`config.mk`:
```
export PLATFORM = sky130hd
export DESIGN_NAME = ohrb_cell
export DESIGN_NICKNAME = d
export VERILOG_FILES = /design/src/hdl/overwriting_history_ring_buffer_assert.svh /design/src/hdl/ohrb_pkg.sv /design/src/hdl/ohrb_cell.sv
export SDC_FILE = /design/constraint.sdc
export NUM_CORES = 1
export LEC_CHECK = 0
export BUFFER_PORTS_ARGS = -buffer_cell sky130_fd_sc_hd__buf_2
export CAP_MARGIN = 20
export CORE_UTILIZATION = 40
export CTS_BUF_LIST = sky130_fd_sc_hd__clkbuf_16
export CTS_CLUSTER_SIZE = 12
export DETAILED_ROUTE_END_ITERATION = 12
export PLACE_DENSITY = 0.75
export SLEW_MARGIN = 0
export SYNTH_ARGS = -nofsm -noshare
export SYNTH_HDL_FRONTEND = slang
export SYNTH_SLANG_ARGS = --single-unit
```
`constraint.sdc`:
```
create_clock -name clk_i -period 3.85 [get_ports clk_i]
set_input_delay 0.77 -clock clk_i [delete_from_list [all_inputs] [get_ports clk_i]]
set_output_delay 0.77 -clock clk_i [all_outputs]
set_load 0.03 [all_outputs]
```
`src/hdl/overwriting_history_ring_buffer_assert.svh`:
```
// Assertion macros for the history ring buffer
`ifndef OVERWRITING_HISTORY_RING_BUFFER_ASSERT_SVH
`define OVERWRITING_HISTORY_RING_BUFFER_ASSERT_SVH

// condition holds at every edge out of reset
`define OHRB_ASSERT_HOLDS(lbl, cond) \
  lbl: assert property (@(posedge clk_i) disable iff (!rst_ni) (cond)) \
    else $error("ring buffer check failed");

// same-cycle implication
`define OHRB_ASSERT_IMP(lbl, ante, cons) \
  lbl: assert property (@(posedge clk_i) disable iff (!rst_ni) (ante) |-> (cons)) \
    else $error("ring buffer check failed");

// next-cycle implication
`define OHRB_ASSERT_NEXT(lbl, ante, cons) \
  lbl: assert property (@(posedge clk_i) disable iff (!rst_ni) (ante) |=> (cons)) \
    else $error("ring buffer check failed");

`endif

```
`src/hdl/ohrb_pkg.sv`:
```
// Shared types and constants of the history ring buffer
package ohrb_pkg;

  localparam int OP_W   = 3;
  localparam int VAL_W  = 32;
  localparam int TIME_W = 48;
  localparam int POS_W  = 6;
  localparam int END_W  = 7;
  localparam int MS_W   = 32;
  localparam int FILL_W = 7;

  localparam int S_TDATA_W = 160;
  localparam int M_TDATA_W = 88;

  typedef enum logic [OP_W-1:0] {
    OP_PUSH   = 3'd0,
    OP_GET    = 3'd1,
    OP_RANGE  = 3'd2,
    OP_WINDOW = 3'd3,
    OP_CLEAR  = 3'd4
  } op_e;

  typedef enum logic [3:0] {
    ST_IDLE = 4'b0001,
    ST_REF  = 4'b0010,
    ST_SCAN = 4'b0100,
    ST_DONE = 4'b1000
  } state_e;

  // commands from the sequencer to the cell chain
  typedef struct packed {
    logic push;    // new sample enters
    logic wrap;    // ring full: shift out the oldest, new sample at the tail
    logic rotate;  // whole chain rotates one place towards cell 0
  } chain_ctl_t;

  typedef struct packed {
    logic              found;
    logic [VAL_W-1:0]  value;
    logic [TIME_W-1:0] time_ms;
    logic              last;
    logic [FILL_W-1:0] fill;
  } res_t;

endpackage

```
`src/hdl/ohrb_cell.sv`:
```
// One storage cell of the sample chain
module ohrb_cell (
  input  logic                       clk_i,
  input  logic                       ld_i,
  input  logic                       sh_i,
  input  logic [ohrb_pkg::VAL_W-1:0]  new_val_i,
  input  logic [ohrb_pkg::TIME_W-1:0] new_time_i,
  input  logic [ohrb_pkg::VAL_W-1:0]  nb_val_i,
  input  logic [ohrb_pkg::TIME_W-1:0] nb_time_i,
  output logic [ohrb_pkg::VAL_W-1:0]  val_o,
  output logic [ohrb_pkg::TIME_W-1:0] time_o
);
  import ohrb_pkg::*;

  logic [VAL_W-1:0]  val_q;
  logic [TIME_W-1:0] time_q;

  always_ff @(posedge clk_i) begin
    if (ld_i) begin
      val_q  <= new_val_i;
      time_q <= new_time_i;
    end else if (sh_i) begin
      val_q  <= nb_val_i;
      time_q <= nb_time_i;
    end
  end

  assign val_o  = val_q;
  assign time_o = time_q;

endmodule

```
* After elaboration in Yosys (flattened, before gate mapping)
Cells that the tools add are included.
Operators by class: add/subtract/negate cells 0, $mul 0, divide/modulo/power cells 0, magnitude comparators 0, eq/ne operators 0, shifts and indexed selects 0, mux-type cells 4, bitwise gates (word level) 0, reductions and logical operators 1
Operators with widths (number):
- $mux W48 | 2
- $mux W32 | 2
- $reduce_bool A2 Y1 | 1
Storage, ports and cells: register bits 80, bits in latches 0, RAM bits 0, memory bits (read-only) 0, bits of input ports 163, output and inout bits 80, word-level logic and storage cells 7, memories 0

* Logic depth before layout (Yosys ltp)
depth in word-level cells 2, depth in mapped cells 3, depth with buffers taken out 1

* Least setup slack after synthesis
Ideal clock, no wire load.
kind input to register, from in ld_i, to reg time_q[0], in the netlist time_o[0], enable pin, setup time 0.443 ns, arrival time 2.897 ns, required time 3.407 ns, setup slack 0.510 ns, cell stages on the path 3, path buffers 2, cell sequence buf_6 buf_12 or2_1
Between the ends: word-level cells in the longest chain between the ends 1
RTL lines:
- start, declared | line ohrb_cell.sv:4 | input logic ld_i,
- $reduce_bool A2 Y1 (no source line)
- end signal, assigned | line ohrb_cell.sv:21 | time_q <= new_time_i;
- end signal, assigned | line ohrb_cell.sv:24 | time_q <= nb_time_i;
- end, declared | line ohrb_cell.sv:16 | logic [TIME_W-1:0] time_q;
Every way passes these cells. A chain may end at the register's enable or synchronous reset.

* Worst setup path after layout
from in ld_i, to reg val_q[23], in the netlist val_o[23], enable pin
Between the ends: word-level cells in the longest chain between the ends 1
RTL lines:
- $reduce_bool A2 Y1 (no source line)
- end signal, assigned | line ohrb_cell.sv:20 | val_q <= new_val_i;
- end signal, assigned | line ohrb_cell.sv:23 | val_q <= nb_val_i;
- end, declared | line ohrb_cell.sv:15 | logic [VAL_W-1:0] val_q;
Every way passes these cells.

==> results.cfg <==
[timing]
hold_viol = 0
fin_crit_ns = 2.00
fmax_mhz = 500
fin_ws_ns = 1.85
fin_tns_setup_ns = 0
rsz0062_at_grt = false
finalSetupViolCount = 0
slew-limit-headroom_pct = 70.7
slew_violations = 0
worst_pin_slew_ns = 0.439
min_period_over_period_pct = 52.0

[synth]
ys_types = 6
ys_ff_latch = 80
yosysMostFrequentCell = edfxtp_1
synth_top_area_cell = edfxtp_1
avgSynthCellArea_um2 = 22.2
synth-edff-count = 80
netlist.area_leader.share_pct = 63.6
ys_top_cells_by_area = edfxtp_1 64%, mux2_4 31%, buf_12 4.2%
syn_inst = 170
ys.flop_type = edfxtp_1
synth_nets = 333
yosys_warnings = 0
async_reset_ff_share_pct = 0
yosysSeqAreaShare_pct = 63.6
ys_top_cells_by_count = 80 x edfxtp_1, 79 x mux2_4, 8 x buf_12
syn_area_mm2 = 0.00378

[clock_tree]
cts-htree-levels = 3
cts-root-buf = clkbuf_16
cts_resized = 0
cts_buffers = 9
cts_tree = done
post_cts_buffers = 0
clock_path_buffers = 2
cts_sinks = 80
cts_hold_buffers = 0
clk_pin_slew_ns = 0.06

[grt]
antenna_found_initial = 0
grt_pass1_wl_um = 11900
grt_start_max_net_pins = 81
grt_use_total_pct = 16.1
grt_pass1_vias = 2442
grt_overflow = 0

[power]
switching_share_pct = 26.9
intPower_uw = 1790
powerDensity_mw_per_mm2 = 462
switchingPower_uw = 659
p_leak_uw = 0.00259
p_comb_share_pct = 21.8
seqPwrFrac_pct = 44.6
clock_power_share_pct = 33.6
max-vdd-ir-drop_v = 0.000176
p_total_uw = 2450

[placement]
port_buffers = 242
dpl.cell_count = 517
gp_congestion = 0.726
placed_cell_area_mm2 = 0.00498
hpwl_um = 5890
dp_worst_setup_slack_ns = 1.30

[setup_path]
cp_num_buf_inv = 2
crit_slowest_cell = or2_4
required_ns = 3.85
worst_ep_arrival_time_ns = 2.00
path_cells = buf_4 -> or2_4 -> buf_16
crit_path_start = ld_i
crit_type = input port to flop
max_stage_delay_ns = 0.48
crit_family = buffers and inverters
endpoint_kind = flop
startpoint_type = input port
crit_path_end = val_o[23]
crit_path_max_fanout = 53
crit_cells = 3

[detailed_routing]
drc = 0
routed_wirelength_um = 7970
drtIter0Drc = 67
firstDrtPassIters = 4
via_count = 2446
drt-wirelength-per-cell_um = 14.9
antenna_left = 0
via_per_inst = 4.58

[flow_run]
max-cap-violations = 0

[final_layout]
stdcell_area_mm2 = 0.00530
drive_gt1_share_pct = 80.6
areaGrowthSynthToFinish_pct = 40.3
regArea_mm2 = 0.00240
nFillCells = 772
n_antenna_cell = 0
multi_input_area_mm2 = 0.00121
final_nets = 581
fin_cells = 534

[floorplanning]
core_area_mm2 = 0.00920
die_area_mm2 = 0.00984
row_count = 35
dieWidth_um = 99.2
ios = 243
die_h_um = 99.2
start_util_pct = 41.1

[worst_hold_path]
hold_start = new_time_i[46]
worstHoldPathType = input port to flop

[run_status]
status = complete, no violations
-- final cells by class --
cell class | instances | area share (%)
Clock buffer | 9 | 4.25
Clock inverter | 7 | 1.23
Timing Repair Buffer | 246 | 23.8
Tap cell | 111 | 2.62
Sequential cell | 80 | 45.3
Multi-Input combinational cell | 81 | 22.8
-- power by group through the flow --
| stage | logic, uW | clock network [uW] | registers (uW) |
|---|---|---|---|
| 2_1_floorplan | 157 | 0 | 1320 |
| 3_3_place_gp | 526 | 0 | 1110 |
| 3_5_place_dp | 534 | 0 | 1110 |
| 4_1_cts | 534 | 844 | 1100 |
| 5_1_grt | 561 | 883 | 1100 |
| 6_report | 533 | 822 | 1090 |
-- state kept, by name, summed over array words and instances, names as in the netlist --
register and cells:
time_o 48, val_o 32
-- how the worst min path moves through the flow --
stage	end	slack [ns]	cells after the start
2_1_floorplan	time_o[0]	0.99	1
3_3_place_gp	time_o[20]	1.07	2
3_5_place_dp	time_o[32]	1.07	2
4_1_cts	time_o[39]	0.73	2
5_1_grt	time_o[46]	0.73	2
6_report	time_o[46]	0.74	2
-- cell usage in the layout, fill, tap and decap left out --
cell	n
buf_2	241
edfxtp_1	80
mux2_4	79
clkbuf_16	9
buf_4	4
clkinvlp_4	3
inv_1	2
or2_4	1
mux2_2	1
clkinv_2	1
bufinv_16	1
buf_16	1
-- metal layers --
layer / track usage (%) / up-vias / wire length, um
met4: 6.45 / 0 / 103
met1: 17.5 / 1132 / 3030
met5: 0 / - / 0
li1: - / 1161 / -
met3: 5.34 / 8 / 675
met2: 28.8 / 145 / 4160
-- metrics by stage --
stage	hold slack, ns	util [%]
6_report	0.741	57.6
5_1_grt	0.725	57.6
4_1_cts	0.730	57.3
3_5_place_dp	1.07	54.2
3_3_place_gp	1.07	54.2
2_1_floorplan	0.987	-
-- cell families after synthesis --
family,after synthesis,share of synthesized area (%)
AND/OR/NAND/NOR,1,0.166
flip-flops,80,63.6
multiplexers,80,31.7
buffers and inverters,9,4.54
(Power assumes the default switching activity.)
