$ cat config.mk
export PLATFORM = sky130hd
export DESIGN_NAME = ohrb_ctrl
export DESIGN_NICKNAME = d
export VERILOG_FILES = /design/src/hdl/overwriting_history_ring_buffer_assert.svh /design/src/hdl/ohrb_pkg.sv /design/src/hdl/ohrb_ctrl.sv
export SDC_FILE = /design/constraint.sdc
export NUM_CORES = 1
export LEC_CHECK = 0
export CORE_UTILIZATION = 35
export CTS_CLUSTER_SIZE = 40
export DETAILED_ROUTE_END_ITERATION = 8
export DONT_BUFFER_PORTS = 1
export REMOVE_ABC_BUFFERS = 1
export SYNTH_ARGS = -nofsm -noshare
export SYNTH_HDL_FRONTEND = slang
export SYNTH_SLANG_ARGS = --single-unit
$ cat constraint.sdc
create_clock -name clk_i -period 14.9 [get_ports clk_i]
set_clock_uncertainty 0.05 [all_clocks]
set_input_delay 0.745 -clock clk_i [delete_from_list [all_inputs] [get_ports clk_i]]
set_output_delay 0.745 -clock clk_i [all_outputs]
set_load 0.01 [all_outputs]
$ cat src/hdl/overwriting_history_ring_buffer_assert.svh
// Assertion macros for the history ring buffer
`ifndef OVERWRITING_HISTORY_RING_BUFFER_ASSERT_SVH
`define OVERWRITING_HISTORY_RING_BUFFER_ASSERT_SVH

// condition holds at every edge out of reset
`define OHRB_ASSERT_HOLDS(lbl, cond) \
  lbl: assert property (@(posedge clk_i) disable iff (!rst_ni) (cond)) \
    else $error("ring buffer check failed");

// same-cycle implication
`define OHRB_ASSERT_IMP(lbl, ante, cons) \
  lbl: assert property (@(posedge clk_i) disable iff (!rst_ni) (ante) |-> (cons)) \
    else $error("ring buffer check failed");

// next-cycle implication
`define OHRB_ASSERT_NEXT(lbl, ante, cons) \
  lbl: assert property (@(posedge clk_i) disable iff (!rst_ni) (ante) |=> (cons)) \
    else $error("ring buffer check failed");

`endif

$ cat src/hdl/ohrb_pkg.sv
// Shared types and constants of the history ring buffer
package ohrb_pkg;

  localparam int OP_W   = 3;
  localparam int VAL_W  = 32;
  localparam int TIME_W = 48;
  localparam int POS_W  = 6;
  localparam int END_W  = 7;
  localparam int MS_W   = 32;
  localparam int FILL_W = 7;

  localparam int S_TDATA_W = 160;
  localparam int M_TDATA_W = 88;

  typedef enum logic [OP_W-1:0] {
    OP_PUSH   = 3'd0,
    OP_GET    = 3'd1,
    OP_RANGE  = 3'd2,
    OP_WINDOW = 3'd3,
    OP_CLEAR  = 3'd4
  } op_e;

  typedef enum logic [3:0] {
    ST_IDLE = 4'b0001,
    ST_REF  = 4'b0010,
    ST_SCAN = 4'b0100,
    ST_DONE = 4'b1000
  } state_e;

  // commands from the sequencer to the cell chain
  typedef struct packed {
    logic push;    // new sample enters
    logic wrap;    // ring full: shift out the oldest, new sample at the tail
    logic rotate;  // whole chain rotates one place towards cell 0
  } chain_ctl_t;

  typedef struct packed {
    logic              found;
    logic [VAL_W-1:0]  value;
    logic [TIME_W-1:0] time_ms;
    logic              last;
    logic [FILL_W-1:0] fill;
  } res_t;

endpackage

$ cat src/hdl/ohrb_ctrl.sv
// Sequencer: operation decode, chain walk, match logic and output word register
module ohrb_ctrl #(
  parameter int DEPTH = 64,
  parameter int CntW  = 7
) (
  input  logic                        clk_i,
  input  logic                        rst_ni,
  input  logic                        in_vld_i,
  output logic                        in_rdy_o,
  input  logic [ohrb_pkg::OP_W-1:0]   op_i,
  input  logic [ohrb_pkg::POS_W-1:0]  pos_i,
  input  logic [ohrb_pkg::END_W-1:0]  rend_i,
  input  logic [ohrb_pkg::MS_W-1:0]   before_i,
  input  logic [ohrb_pkg::MS_W-1:0]   after_i,
  input  logic [ohrb_pkg::VAL_W-1:0]  tap_val_i,
  input  logic [ohrb_pkg::TIME_W-1:0] tap_time_i,
  input  logic                        out_rdy_i,
  output logic                        out_vld_o,
  output ohrb_pkg::res_t              out_o,
  output ohrb_pkg::chain_ctl_t        ctl_o,
  output logic [CntW-1:0]             count_o
);
  import ohrb_pkg::*;

  localparam int CW  = (CntW > END_W) ? CntW : END_W;
  localparam int TW1 = TIME_W + 1;

  state_e            state_q, state_d;
  op_e               op_q;
  logic [CW-1:0]     pos_q, end_q, end_d;
  logic [MS_W-1:0]   before_q, after_q;
  logic [TIME_W-1:0] tref_q, tref_d;
  logic [CntW-1:0]   step_q, step_d;
  logic [CntW-1:0]   count_q, count_d;
  logic              pend_vld_q, pend_vld_d;
  logic [VAL_W-1:0]  pend_val_q;
  logic [TIME_W-1:0] pend_time_q;
  logic              pend_ld;
  logic              out_vld_q;
  res_t              out_q, out_nx;
  logic              load_out;
  logic              can_load, accept, full, step_last, in_win, match;
  logic [CW-1:0]     j, cnt_w, pos_w, rend_w;

  assign can_load  = !out_vld_q || out_rdy_i;
  assign in_rdy_o  = (state_q == ST_IDLE) && can_load;
  assign accept    = in_vld_i && in_rdy_o;
  assign full      = count_q == CntW'(DEPTH);
  assign step_last = step_q == CntW'(DEPTH - 1);
  assign j         = CW'(step_q);
  assign cnt_w     = CW'(count_q);
  assign pos_w     = CW'(pos_i);
  assign rend_w    = CW'(rend_i);

  // tref - before <= t <= tref + after, kept unsigned by moving terms across
  assign in_win = (TW1'(tap_time_i) + TW1'(before_q) >= TW1'(tref_q)) &&
                  (TW1'(tap_time_i) <= TW1'(tref_q) + TW1'(after_q));

  always_comb begin
    unique case (op_q)
      OP_GET:    match = j == pos_q;
      OP_RANGE:  match = (j >= pos_q) && (j < end_q);
      OP_WINDOW: match = (j < cnt_w) && in_win;
      default:   match = 1'b0;
    endcase
  end

  always_comb begin
    state_d    = state_q;
    step_d     = step_q;
    count_d    = count_q;
    end_d      = end_q;
    tref_d     = tref_q;
    pend_vld_d = pend_vld_q;
    pend_ld    = 1'b0;
    load_out   = 1'b0;
    ctl_o      = '0;
    out_nx     = '{found: 1'b0, value: '0, time_ms: '0, last: 1'b1,
                   fill: FILL_W'(count_q)};
    unique case (state_q)
      ST_IDLE: begin
        step_d = '0;
        end_d  = (rend_w < cnt_w) ? rend_w : cnt_w;
        if (accept) begin
          unique case (op_i)
            OP_PUSH: begin
              ctl_o.push  = 1'b1;
              ctl_o.wrap  = full;
              count_d     = full ? count_q : count_q + 1'b1;
              load_out    = 1'b1;
              out_nx.fill = FILL_W'(count_d);
            end
            OP_CLEAR: begin
              count_d     = '0;
              load_out    = 1'b1;
              out_nx.fill = '0;
            end
            OP_GET:    state_d = (pos_w < cnt_w) ? ST_SCAN : ST_DONE;
            OP_RANGE:  state_d = ((pos_w < cnt_w) && (pos_w < rend_w)) ? ST_SCAN : ST_DONE;
            OP_WINDOW: state_d = (pos_w < cnt_w) ? ST_REF : ST_DONE;
            default:   load_out = 1'b1;
          endcase
        end
      end
      ST_REF: begin
        // first lap only picks up the reference timestamp
        ctl_o.rotate = 1'b1;
        step_d       = step_q + 1'b1;
        if (j == pos_q) begin
          tref_d = tap_time_i;
        end
        if (step_last) begin
          step_d  = '0;
          state_d = ST_SCAN;
        end
      end
      ST_SCAN: begin
        // a match is held back one word so the final one can carry last
        if (!(match && pend_vld_q) || can_load) begin
          ctl_o.rotate = 1'b1;
          step_d       = step_q + 1'b1;
          if (match) begin
            if (pend_vld_q) begin
              load_out = 1'b1;
              out_nx   = '{found: 1'b1, value: pend_val_q, time_ms: pend_time_q,
                           last: 1'b0, fill: FILL_W'(count_q)};
            end
            pend_vld_d = 1'b1;
            pend_ld    = 1'b1;
          end
          if (step_last) begin
            step_d  = '0;
            state_d = ST_DONE;
          end
        end
      end
      ST_DONE: begin
        if (can_load) begin
          load_out   = 1'b1;
          pend_vld_d = 1'b0;
          state_d    = ST_IDLE;
          if (pend_vld_q) begin
            out_nx = '{found: 1'b1, value: pend_val_q, time_ms: pend_time_q,
                       last: 1'b1, fill: FILL_W'(count_q)};
          end
        end
      end
      default: state_d = ST_IDLE;
    endcase
  end

  always_ff @(posedge clk_i or negedge rst_ni) begin
    if (!rst_ni) begin
      state_q    <= ST_IDLE;
      step_q     <= '0;
      count_q    <= '0;
      pend_vld_q <= 1'b0;
      out_vld_q  <= 1'b0;
    end else begin
      state_q    <= state_d;
      step_q     <= step_d;
      count_q    <= count_d;
      pend_vld_q <= pend_vld_d;
      if (load_out) begin
        out_vld_q <= 1'b1;
      end else if (out_rdy_i) begin
        out_vld_q <= 1'b0;
      end
    end
  end

  always_ff @(posedge clk_i) begin
    if (accept) begin
      op_q     <= op_e'(op_i);
      pos_q    <= pos_w;
      before_q <= before_i;
      after_q  <= after_i;
    end
    end_q  <= end_d;
    tref_q <= tref_d;
    if (pend_ld) begin
      pend_val_q  <= tap_val_i;
      pend_time_q <= tap_time_i;
    end
    if (load_out) begin
      out_q <= out_nx;
    end
  end

  assign out_vld_o = out_vld_q;
  assign out_o     = out_q;
  assign count_o   = count_q;

endmodule
# Yosys cells after proc, flatten, opt, wreduce, memory -nomap -nowiden

Cells that the tools add are included.

Flip-flop bits (word level): 317
Logic and storage cells: 117
Output and inout port bits: 101
Bits of input ports: 164

Mux-type cells: 46
Reduce and logical (&&, ||, !) cells: 20
Order comparisons: 8
Add/subtract/negate cells: 4
Eq/ne operators: 21

Operator list:

| operator                                            | number |
|---|---|
| two-way mux 89 bit                                  | 5 |
| case mux 82 bit (2 select lines)                    | 1 |
| adder 48 x 32 -> 49 bit                             | 2 |
| greater-or-equal comparator 49 x 48 -> 1 bit        | 1 |
| <= comparator 48 x 49 -> 1 bit                      | 1 |
| case mux 7 bit (3 select lines)                     | 2 |
| two-way mux 7 bit                                   | 5 |
| two-way mux 4 bit                                   | 8 |
| < comparator 7 bit                                  | 3 |
| case mux 4 bit (4 select lines)                     | 1 |
| two-way mux 1 bit                                   | 15 |
| adder 7 x 1 -> 7 bit, second input constant         | 2 |
| < comparator 6 x 7 -> 1 bit                         | 2 |
| case mux 7 bit (2 select lines)                     | 1 |
| equality test 3 x 2 -> 1 bit, second input constant | 4 |
| inequality test 2 bit, second input constant        | 6 |
| case mux 4 bit (3 select lines)                     | 1 |
| equality test 7 x 6 -> 1 bit                        | 1 |
| equality test 7 x 6 -> 1 bit, second input constant | 1 |
| equality test 7 bit, second input constant          | 1 |
| greater-or-equal comparator 7 x 6 -> 1 bit          | 1 |
| logical AND 1 bit                                   | 7 |
| equality test 3 x 1 -> 1 bit, second input constant | 2 |
| two-way mux 2 bit                                   | 3 |
| other kinds (17)                                    | 23 |

# Longest topological paths before layout

Gate-level depths: netlist (run 1).

Word-level depth: 11
Gate-level depth with buffers: 24

# Worst setup path after synthesis (run 1)

Ideal clock, no wire load.

Path kind: input to register
Start point: input tap_time_i[0] (netlist bit)
End point: register pend_time_q[0], enable pin
Slack: 3.631 ns
Buffers on the path: 0
Cell stages on the path: 22
Data arrival time: 10.578 ns
Required time: 14.209 ns
Path through: ha_1 -> fa_1 -> a211oi_1 -> o21ai_2 -> o21a_1 -> o21ai_1 -> nand2b_1 -> a21oi_1 -> a21oi_1 -> o21a_1 -> nor2_1 -> xnor2_1 -> ha_1 -> nand4_1 -> nor4_1 -> nand2_1 -> o211ai_1 -> a41oi_1 -> o41a_1 -> o31a_1 -> nor4b_4 -> a21boi_0

Cells in the longest elaborated chain, start to end: 10
Elaborated cells on any way between the ends: 12
Those cells by class: add/sub: 1; order compare: 2; mux: 4; reduce/logical: 5

RTL lines:

| item                                         | line             | source |
|---|---|---|
| start: declaration                           | ohrb_ctrl.sv:16  | `input logic [ohrb_pkg::TIME_W-1:0] tap_time_i,` |
| adder 48 x 32 -> 49 bit                      | ohrb_ctrl.sv:56  | `assign in_win = (TW1'(tap_time_i) + TW1'(before_q) >= TW1'(tref_q)) &&` |
| greater-or-equal comparator 49 x 48 -> 1 bit | ohrb_ctrl.sv:56  |  |
| logical AND 1 bit (*)                        | ohrb_ctrl.sv:56  |  |
| logical AND 1 bit (*)                        | ohrb_ctrl.sv:63  | `OP_WINDOW: match = (j < cnt_w) && in_win;` |
| case mux 1 bit (3 select lines) (*)          | ohrb_ctrl.sv:60  | `unique case (op_q)` |
| logical AND 1 bit                            | ohrb_ctrl.sv:119 | `if (!(match && pend_vld_q) \|\| can_load) begin` |
| logical NOT 1 bit                            | ohrb_ctrl.sv:119 |  |
| logical OR 1 bit                             | ohrb_ctrl.sv:119 |  |
| two-way mux 1 bit (*)                        | ohrb_ctrl.sv:119 |  |
| two-way mux 1 bit (*)                        | ohrb_ctrl.sv:80  | `unique case (state_q)` |
| via pend_ld                                  | ohrb_ctrl.sv:38  | `logic pend_ld;` |
| end signal: assignment                       | ohrb_ctrl.sv:183 | `pend_time_q <= tap_time_i;` |
| end: declaration                             | ohrb_ctrl.sv:37  | `logic [TIME_W-1:0] pend_time_q;` |

The timed path passes the listed nets; every way through them passes the cells marked *.
A chain may end at the register's enable or synchronous reset.

# Worst setup path after layout (run 1)

Start point: register tref_q[0]
End point: register out_q (netlist bit out_o[22]), enable pin

Cells in the longest elaborated chain, start to end: 10
Elaborated cells on any way between the ends: 12
Those cells by class: add/sub: 1; order compare: 2; mux: 4; reduce/logical: 5

RTL lines:

| item                                | line             | source |
|---|---|---|
| start: declaration                  | ohrb_ctrl.sv:32  | `logic [TIME_W-1:0] tref_q, tref_d;` |
| start signal: assignment            | ohrb_ctrl.sv:180 | `tref_q <= tref_d;` |
| adder 48 x 32 -> 49 bit             | ohrb_ctrl.sv:57  | `(TW1'(tap_time_i) <= TW1'(tref_q) + TW1'(after_q));` |
| <= comparator 48 x 49 -> 1 bit      | ohrb_ctrl.sv:57  |  |
| logical AND 1 bit (*)               | ohrb_ctrl.sv:56  |  |
| logical AND 1 bit (*)               | ohrb_ctrl.sv:63  |  |
| case mux 1 bit (3 select lines) (*) | ohrb_ctrl.sv:60  |  |
| logical AND 1 bit                   | ohrb_ctrl.sv:119 |  |
| logical NOT 1 bit                   | ohrb_ctrl.sv:119 |  |
| logical OR 1 bit                    | ohrb_ctrl.sv:119 |  |
| two-way mux 1 bit (*)               | ohrb_ctrl.sv:119 |  |
| case mux 1 bit (3 select lines) (*) | ohrb_ctrl.sv:80  |  |
| via load_out                        | ohrb_ctrl.sv:41  | `logic load_out;` |
| end signal: assignment              | ohrb_ctrl.sv:186 | `out_q <= out_nx;` |
| end: declaration                    | ohrb_ctrl.sv:40  | `res_t out_q, out_nx;` |

Marks and branches as above.

==> results of run 1 <==
-- final cells by class --
class                      count  area (um2)
antenna                        2        5.00
clock buffer                  48        1060
clock inverter                24         278
fill                        4643       29500
inverter                      97         364
multi-input combinational   1031        7740
sequential                   317        9420
tap                          664         831
timing repair buffer          10        77.6
-- metrics by stage --
step / worst slack (ns) / hold slack [ns]
2_1_floorplan: 3.63 / 0.399
3_3_place_gp: 7.29 / 0.400
3_5_place_dp: 7.22 / 0.400
4_1_cts: 7.19 / 0.186
5_1_grt: 6.70 / 0.193
6_report: 7.23 / 0.217
-- registers in the layout (all words and copies together) (netlist names), 7 cells and up --
signal       cells
tref_q          48
out_o           89
pend_val_q      32
before_q        32
after_q         32
count_o          7
j                7
end_q            7
pend_time_q     48
-- layer usage --
metal	share of wire, %	global-route usage [%]	wire (um)	up-vias
met5	0.061	0	27	-
met4	2.8	6.58	1240	4
met2	43	25.5	19000	317
li1	-	-	-	5572
met3	7.9	5.11	3490	67
met1	46	23.6	20500	5400
-- worst max-delay path, stage by stage (launching register included) --
cell and delay (ns):
edfxtp_1 0.40, ha_1 0.23, fa_1 0.42, a211oi_1 0.42, o211a_1 0.31, o21bai_2 0.12
a211oi_2 0.33, a21oi_2 0.14, a31oi_1 0.49, o21ai_0 0.28, nand2_1 0.34, nor2_1 0.09
xnor2_1 0.14, ha_1 0.30, nand4_1 0.18, or3_1 0.43, o311a_1 0.37, o211ai_1 0.09
o22ai_1 0.12, o31ai_2 0.12, nor4b_4 0.43, nand2_1 0.13, o211ai_1 0.11, buf_4 0.41
buf_4 0.74
-- how the worst max path moves through the flow --
stage	slack, ns	end	depth (start not counted)	startpoint
after floorplan	3.63	pend_time_q[0]$_DFFE_PP_	22	tap_time_i[0]
after global placement	7.29	out_o[20]$_DFFE_PP_	24	tref_q[0]$_DFFE_PP_
after detailed placement	7.22	out_o[61]$_DFFE_PP_	24	tref_q[0]$_DFFE_PP_
after CTS	7.19	out_o[12]$_DFFE_PP_	24	tref_q[0]$_DFFE_PP_
final	7.23	out_o[22]$_DFFE_PP_	24	tref_q[0]$_DFFE_PP_
after global routing	6.70	out_o[17]$_DFFE_PP_	24	tref_q[0]$_DFFE_PP_
-- logic make-up after synthesis --
group	share of synthesized area, %
simple gates	12.2
compound gates	12.5
flops	53.5
fa+ha+maj	14.2
buf+inv	2.60
xor+xnor	4.38
mux	0.533
-- placed cells by master, fill, tap and decap left out, types with 5 or more instances in the layout --
cell        instances
edfxtp_1          297
ha_1              197
a21oi_1           105
inv_1              96
and2_1             83
nand2_1            81
o21ai_0            63
xnor2_1            59
nor2_1             57
a21o_1             51
clkbuf_16          41
nand3_1            37
xor2_1             29
nand4_1            27
nand2b_1           19
dfrtp_1            19
nor3_1             18
o21a_1             15
nor2b_1            15
and3_1             12
nor4_1             12
a211oi_1           11
o21bai_1           11
buf_4               9
and4_1              8
o211ai_1            7
o31ai_1             7
a31oi_1             6
o41ai_1             6
mux2i_1             6
clkbuf_1            6
o21ai_1             5
or3_1               5
nand3b_1            5
a221oi_1            5
bufinv_16           5
clkinvlp_4          5
-- timing repair --
action,4_1_cts,5_1_grt
endpoints found under the hold margin,20,0
buffers inserted,0,0
hold buffers,1,0
-- power by group through the flow --
| stage | sequential (W) | combinational [W] | clock (W) |
|---|---|---|---|
| after global routing | 0.00125 | 0.000788 | 0.00105 |
| after global placement | 0.00126 | 0.000675 | 0 |
| after detailed placement | 0.00126 | 0.000693 | 0 |
| final | 0.00124 | 0.000697 | 0.000989 |
| after floorplan | 0.00124 | 0.000520 | 0 |
| after CTS | 0.00124 | 0.000700 | 0.00102 |
==> metrics.txt, run 1 <==
share of flip-flops with an asynchronous set or reset under 10%; post-layout util approximately 40%; warnings from Yosys 0; Net Switching 0.000914 W; Placement Rows about 80; vias in the first global route 11356; outcome complete, no violations; drt initial violations between 700 and 800; cell types with the highest counts after synthesis edfxtp_1 (297), ha_1 (197), a21oi_1 (105); CTS tree done; Bufs on Longest Clock Path 3; final clock period utilization by the worst path 51.5%; leak pwr 7.73 nW; total clock sinks 317; Mapped Cells around 1500; slack of the worst reg-to-reg path between 7 and 8 ns; number of antenna violations at the first check in global routing 4; startpoint of the tightest hold check path before_i[8]; Total Power 0.00292 W; portion of the post-synthesis area used by sequential elements 53.5%; hold crit path type input pin to flip-flop; share of post-route cells with drive strength above 1 between 6 and 7%; number of max-cap violations 0; sum of negative setup slack 0 ns; Post-Synthesis Mean Instance Area about 12 um2; critical path data required time 15.03 ns; final worst path period need between 7 and 8 ns; sum of overflow across all layers after global routing 0; overall die area a little over 0.05 mm2; final hold viol count 0; Setup violations, final 0; fraction of synthesized cell area taken by the top area cell type between 50% and 60%; placer's final routability congestion estimate between 0.8 and 0.9; design area just under 0.02 mm2; FF+latch count, synth between 300 and 400; unrepaired setup endpoints after global routing no; Worst Setup End Kind flip-flop; EDFF count, synth between 200 and 300; pin count of the biggest net entering global routing between 80 and 90; maximum net fanout on the critical path 64; first-pass detailed-route iteration total 5; global-route wire length before repair between 60 and 70 mm; maximum resistive drop on vdd ~0.000093 V; endpoint arrival time on the critical path about 7.8 ns; number of distinct library cell variants in the gate-level netlist after synthesis 77; IO Count 265; remaining max-slew budget at the tightest pin 27.9%; final cell count without fillers 2193; post-synthesis to final-layout area growth 12.4%; Buffers on Ports 0; count of cells along the worst register-to-register path 24; Net count, final 1860; area of the mapped netlist approximately 0.018 mm2; wirelength, routed between 40 and 50 mm; Placed Area between 0.015 and 0.02 mm2; Placeable Area approximately 0.049 mm2; worst hold stages 0; clock buffer count from CTS 40; clock transition time at the flip-flop clock pins of the worst setup and hold paths about 0.070 ns; die boundary width around 230 um; Gates resized, CTS repair 0; synth top area cells edfxtp_1 (51%), ha_1 (14%), a21oi_1 (3.0%), and2_1 (3.0%), xnor2_1 (2.9%); post-synthesis cell type with the largest combined area edfxtp_1; sequential share of power a little over two fifths; hold endpoint before_q[8]$_DFFE_PP_; Worst R2R Start tref_q[0]$_DFFE_PP_; root cell of the clock tree clkbuf_16; post-DR vias/cell 5.18; total global routing track utilization 17.2%; clock share of power about a third; Post-DP HPWL 33.0 mm; mean routed wirelength per cell 20.2 um; DR vias about 11000; remaining antenna violation count 0; DP Cell Count between 2000 and 2500; pins over their slew limit 0; Setup CP Type flip-flop to flip-flop; Die Height between 200 and 250 um; share of total power in combinational logic about a quarter; H-tree lvl count 2; top achievable clock speed 130 MHz; Crit Reg-Reg Endpoint out_o[22]$_DFFE_PP_; total power divided by cell area 148 mW/mm2; initial cell density of the core 35.7%; DRC Markers 0; Worst setup SP type flip-flop; transition time at the pin with the least slew margin 1.08 ns; worst-skew pair later-pin latency between 0.5 and 0.6 ns; cell with the most instances after synthesis edfxtp_1; Primary FF master, synth edfxtp_1; switch share 31.3%; internal power summed over all cells 0.00201 W
Power figures use the tool's default switching activity.
==> run 2: changes to the inputs <==
==> constraint.sdc (replaced) <==
create_clock -name clk_i -period 6.21 [get_ports clk_i]
set_clock_uncertainty 0.05 [all_clocks]
set_input_delay 0.3105 -clock clk_i [delete_from_list [all_inputs] [get_ports clk_i]]
set_output_delay 0.3105 -clock clk_i [all_outputs]
set_load 0.01 [all_outputs]
==> run 2 against run 1 <==
  * Critical path depth is 3 lower
  * Count of clock-buffer cells in the layout is 5 lower
  * Core utilization grew 4.6 points
  * Sequential power rose by 140%
  * Flip-flop and latch count unchanged
  * Power rose by 150%
  * Via count rose by 9.1%
  * Sequential share of layout area down 4.9 points
  * Die area did not move
  * Global-route usage is 1.5 points higher
  * Highest routed layer is now met4
==> metrics.txt, run 2 (synthesis gave the netlist of run 1 again) <==
outcome complete, no violations; maximum resistive drop on vdd approximately 0.00017 V; Crit Reg-Reg Endpoint out_o[22]$_DFFE_PP_; sum of overflow across all layers after global routing 0; mean routed wirelength per cell just over 20 um; number of antenna violations at the first check in global routing 1; post-DR vias/cell 5.15; final clock period utilization by the worst path between 90 and 100%; CTS tree done; slack of the worst reg-to-reg path around 0.22 ns; IO Count 265; maximum net fanout on the critical path 3; Placeable Area just under 0.05 mm2; critical path startpoint before_q[0]$_DFFE_PP_; clock buffer count from CTS 38; endpoint arrival time on the critical path about 5.6 ns; most common cell after layout, fill and taps aside edfxtp_1; global-route wire length before repair between 70 and 80 mm; overall die area roughly 0.051 mm2; Placed Area ~0.019 mm2; Setup violations, final 0; final worst path period need about 6.0 ns; DR vias between 10000 and 15000; DRC Markers 0; GR met1 Demand/Resource 25.8%; Setup CP Type flip-flop to primary output; Buffers on Ports 0; drt initial violations between 700 and 800; Largest register FFs 89; first-pass detailed-route iteration total 5; root cell of the clock tree clkbuf_16; design area between 0.02 and 0.025 mm2; top achievable clock speed about 170 MHz; H-tree lvl count 2; Placement Rows 81; Worst setup SP type flip-flop; termination of the worst setup path ctl_o[0]; pin count of the biggest net entering global routing 74; transition time at the pin with the least slew margin roughly 1.1 ns; initial cell density of the core 35.7%; count of cells along the worst register-to-register path 25; unrepaired setup endpoints after global routing yes; GRT met2 Usage between 20 and 30%; worst-skew pair later-pin latency around 0.56 ns; vias in the first global route about 12000; final hold viol count 0; die boundary width ~230 um; post-layout util around 45%; Worst Setup End Kind primary output; share of post-route cells with drive strength above 1 10.0%; ordered list of cells on the worst path ha_1 -> fa_1 -> a211oi_2 -> o21ai_2 -> nor2_1 -> o21ai_0 -> a21o_1 -> a21oi_1 -> xnor2_1 -> ha_1 -> and4_1 -> nor3b_1 -> nand3_1 -> nand4b_1 -> a41oi_1 -> o41a_1 -> o31a_1 -> buf_4 -> nor2_1 -> nand4_1 -> a21bo_2; total global routing track utilization a little under a fifth; critical path data required time between 5 and 6 ns; clock transition time at the flip-flop clock pins of the worst setup and hold paths 0.06 ns; Net count, final 2073; pins over their slew limit 0; commonest cells after routing, fill and taps aside edfxtp_1 (297), ha_1 (193), dlygate4sd3_1 (161); number of max-cap violations 0; post-place setup slack 0.000627 ns; placer's final routability congestion estimate 0.871; Total Power a little over 0.007 W; total clock sinks roughly 320; Slowest cell on crit path fa_1; Die Height 226 um; Worst R2R Start tref_q[0]$_DFFE_PP_; post-synthesis to final-layout area growth 25.2%; leak pwr 8.72 nW; total power divided by cell area ~330 mW/mm2; Slowest Stage Delay on Critical Path between 0.4 and 0.5 ns; remaining max-slew budget at the tightest pin 28.4%; global routing usage on met3 5.43%; remaining antenna violation count 0; busiest metal layer after global routing met2; wirelength, routed slightly below 50 mm; Bufs on Longest Clock Path 3; Post-DP HPWL about 34 mm; post-layout worst setup margin between 0.2 and 0.25 ns; hold crit path type input pin to flip-flop
[run 2: where the power goes]
part           switching (W)  total [W]  internal [W]  leakage [nW]
clock network       0.000933    0.00220       0.00127         0.586
registers           0.000236    0.00297       0.00273          3.01
logic                0.00113    0.00204      0.000910          5.13
total                0.00230    0.00722       0.00492          8.72
[run 2: area by class of cell]
type                    instances  area [um2]
well taps                     664         831
clock inverters                27         248
clock buffers                  43         980
repair buffers                225        2300
inverters                      97         364
fillers                      4517       27200
flip-flops and latches        317        9420
multi-input cells            1031        7890
diodes                          2        5.00
[run 2: per-layer routing]
metal / vias to the layer above / part of all wire (%) / wire length, um
li1: 6022 / - / -
met1: 5855 / 46 / 22400
met2: 421 / 43 / 21300
met3: 91 / 8.2 / 4040
met4: 0 / 2.9 / 1450
met5: - / 0 / 0
[run 2: timing repair]
action / CTS / global route
hold endpoints to repair: 232 / 0
hold buffers: 161 / 0
setup endpoints to repair: 58 / 252
pin swaps: 0 / 15
resized for setup: 7 / 46
setup buffers: 1 / 13
gates cloned: 0 / 5
[run 2: metrics by stage]
step	std cells	hold WS, ns	setup TNS (ns)
2_1_floorplan	1445	-0.0351	-543.90
3_3_place_gp	2154	-0.0340	0
3_5_place_dp	2154	-0.0341	0
4_1_cts	2386	0.0180	0
5_1_grt	2404	0.0711	-0.357
6_report	2406	0.0451	0
[run 2: worst max-delay path: cells and delay by family, from the launching register on]
kind / cells / cell delay [ns]
AOI/OAI and AO/OA: 9 / 2.10
xor gates and xnor gates: 1 / 0.08
adders and majority gates: 3 / 0.94
buffers and inverters: 1 / 0.16
DFF: 1 / 0.37
and+or+nand+nor: 7 / 1.43
[run 2: worst min path at each step]
stage / cells past startpoint / end / start
CTS: 3 / state_q[2]$_DFFE_PN0P_ / out_rdy_i
floorplan: 0 / count_o[0]$_DFFE_PN0P_ / rst_ni
global route: 3 / state_q[2]$_DFFE_PN0P_ / out_rdy_i
finish: 3 / state_q[2]$_DFFE_PN0P_ / out_rdy_i
detailed placement: 0 / pend_vld_q$_DFFE_PN0P_ / rst_ni
global placement: 0 / out_vld_o$_DFFE_PN0P_ / rst_ni
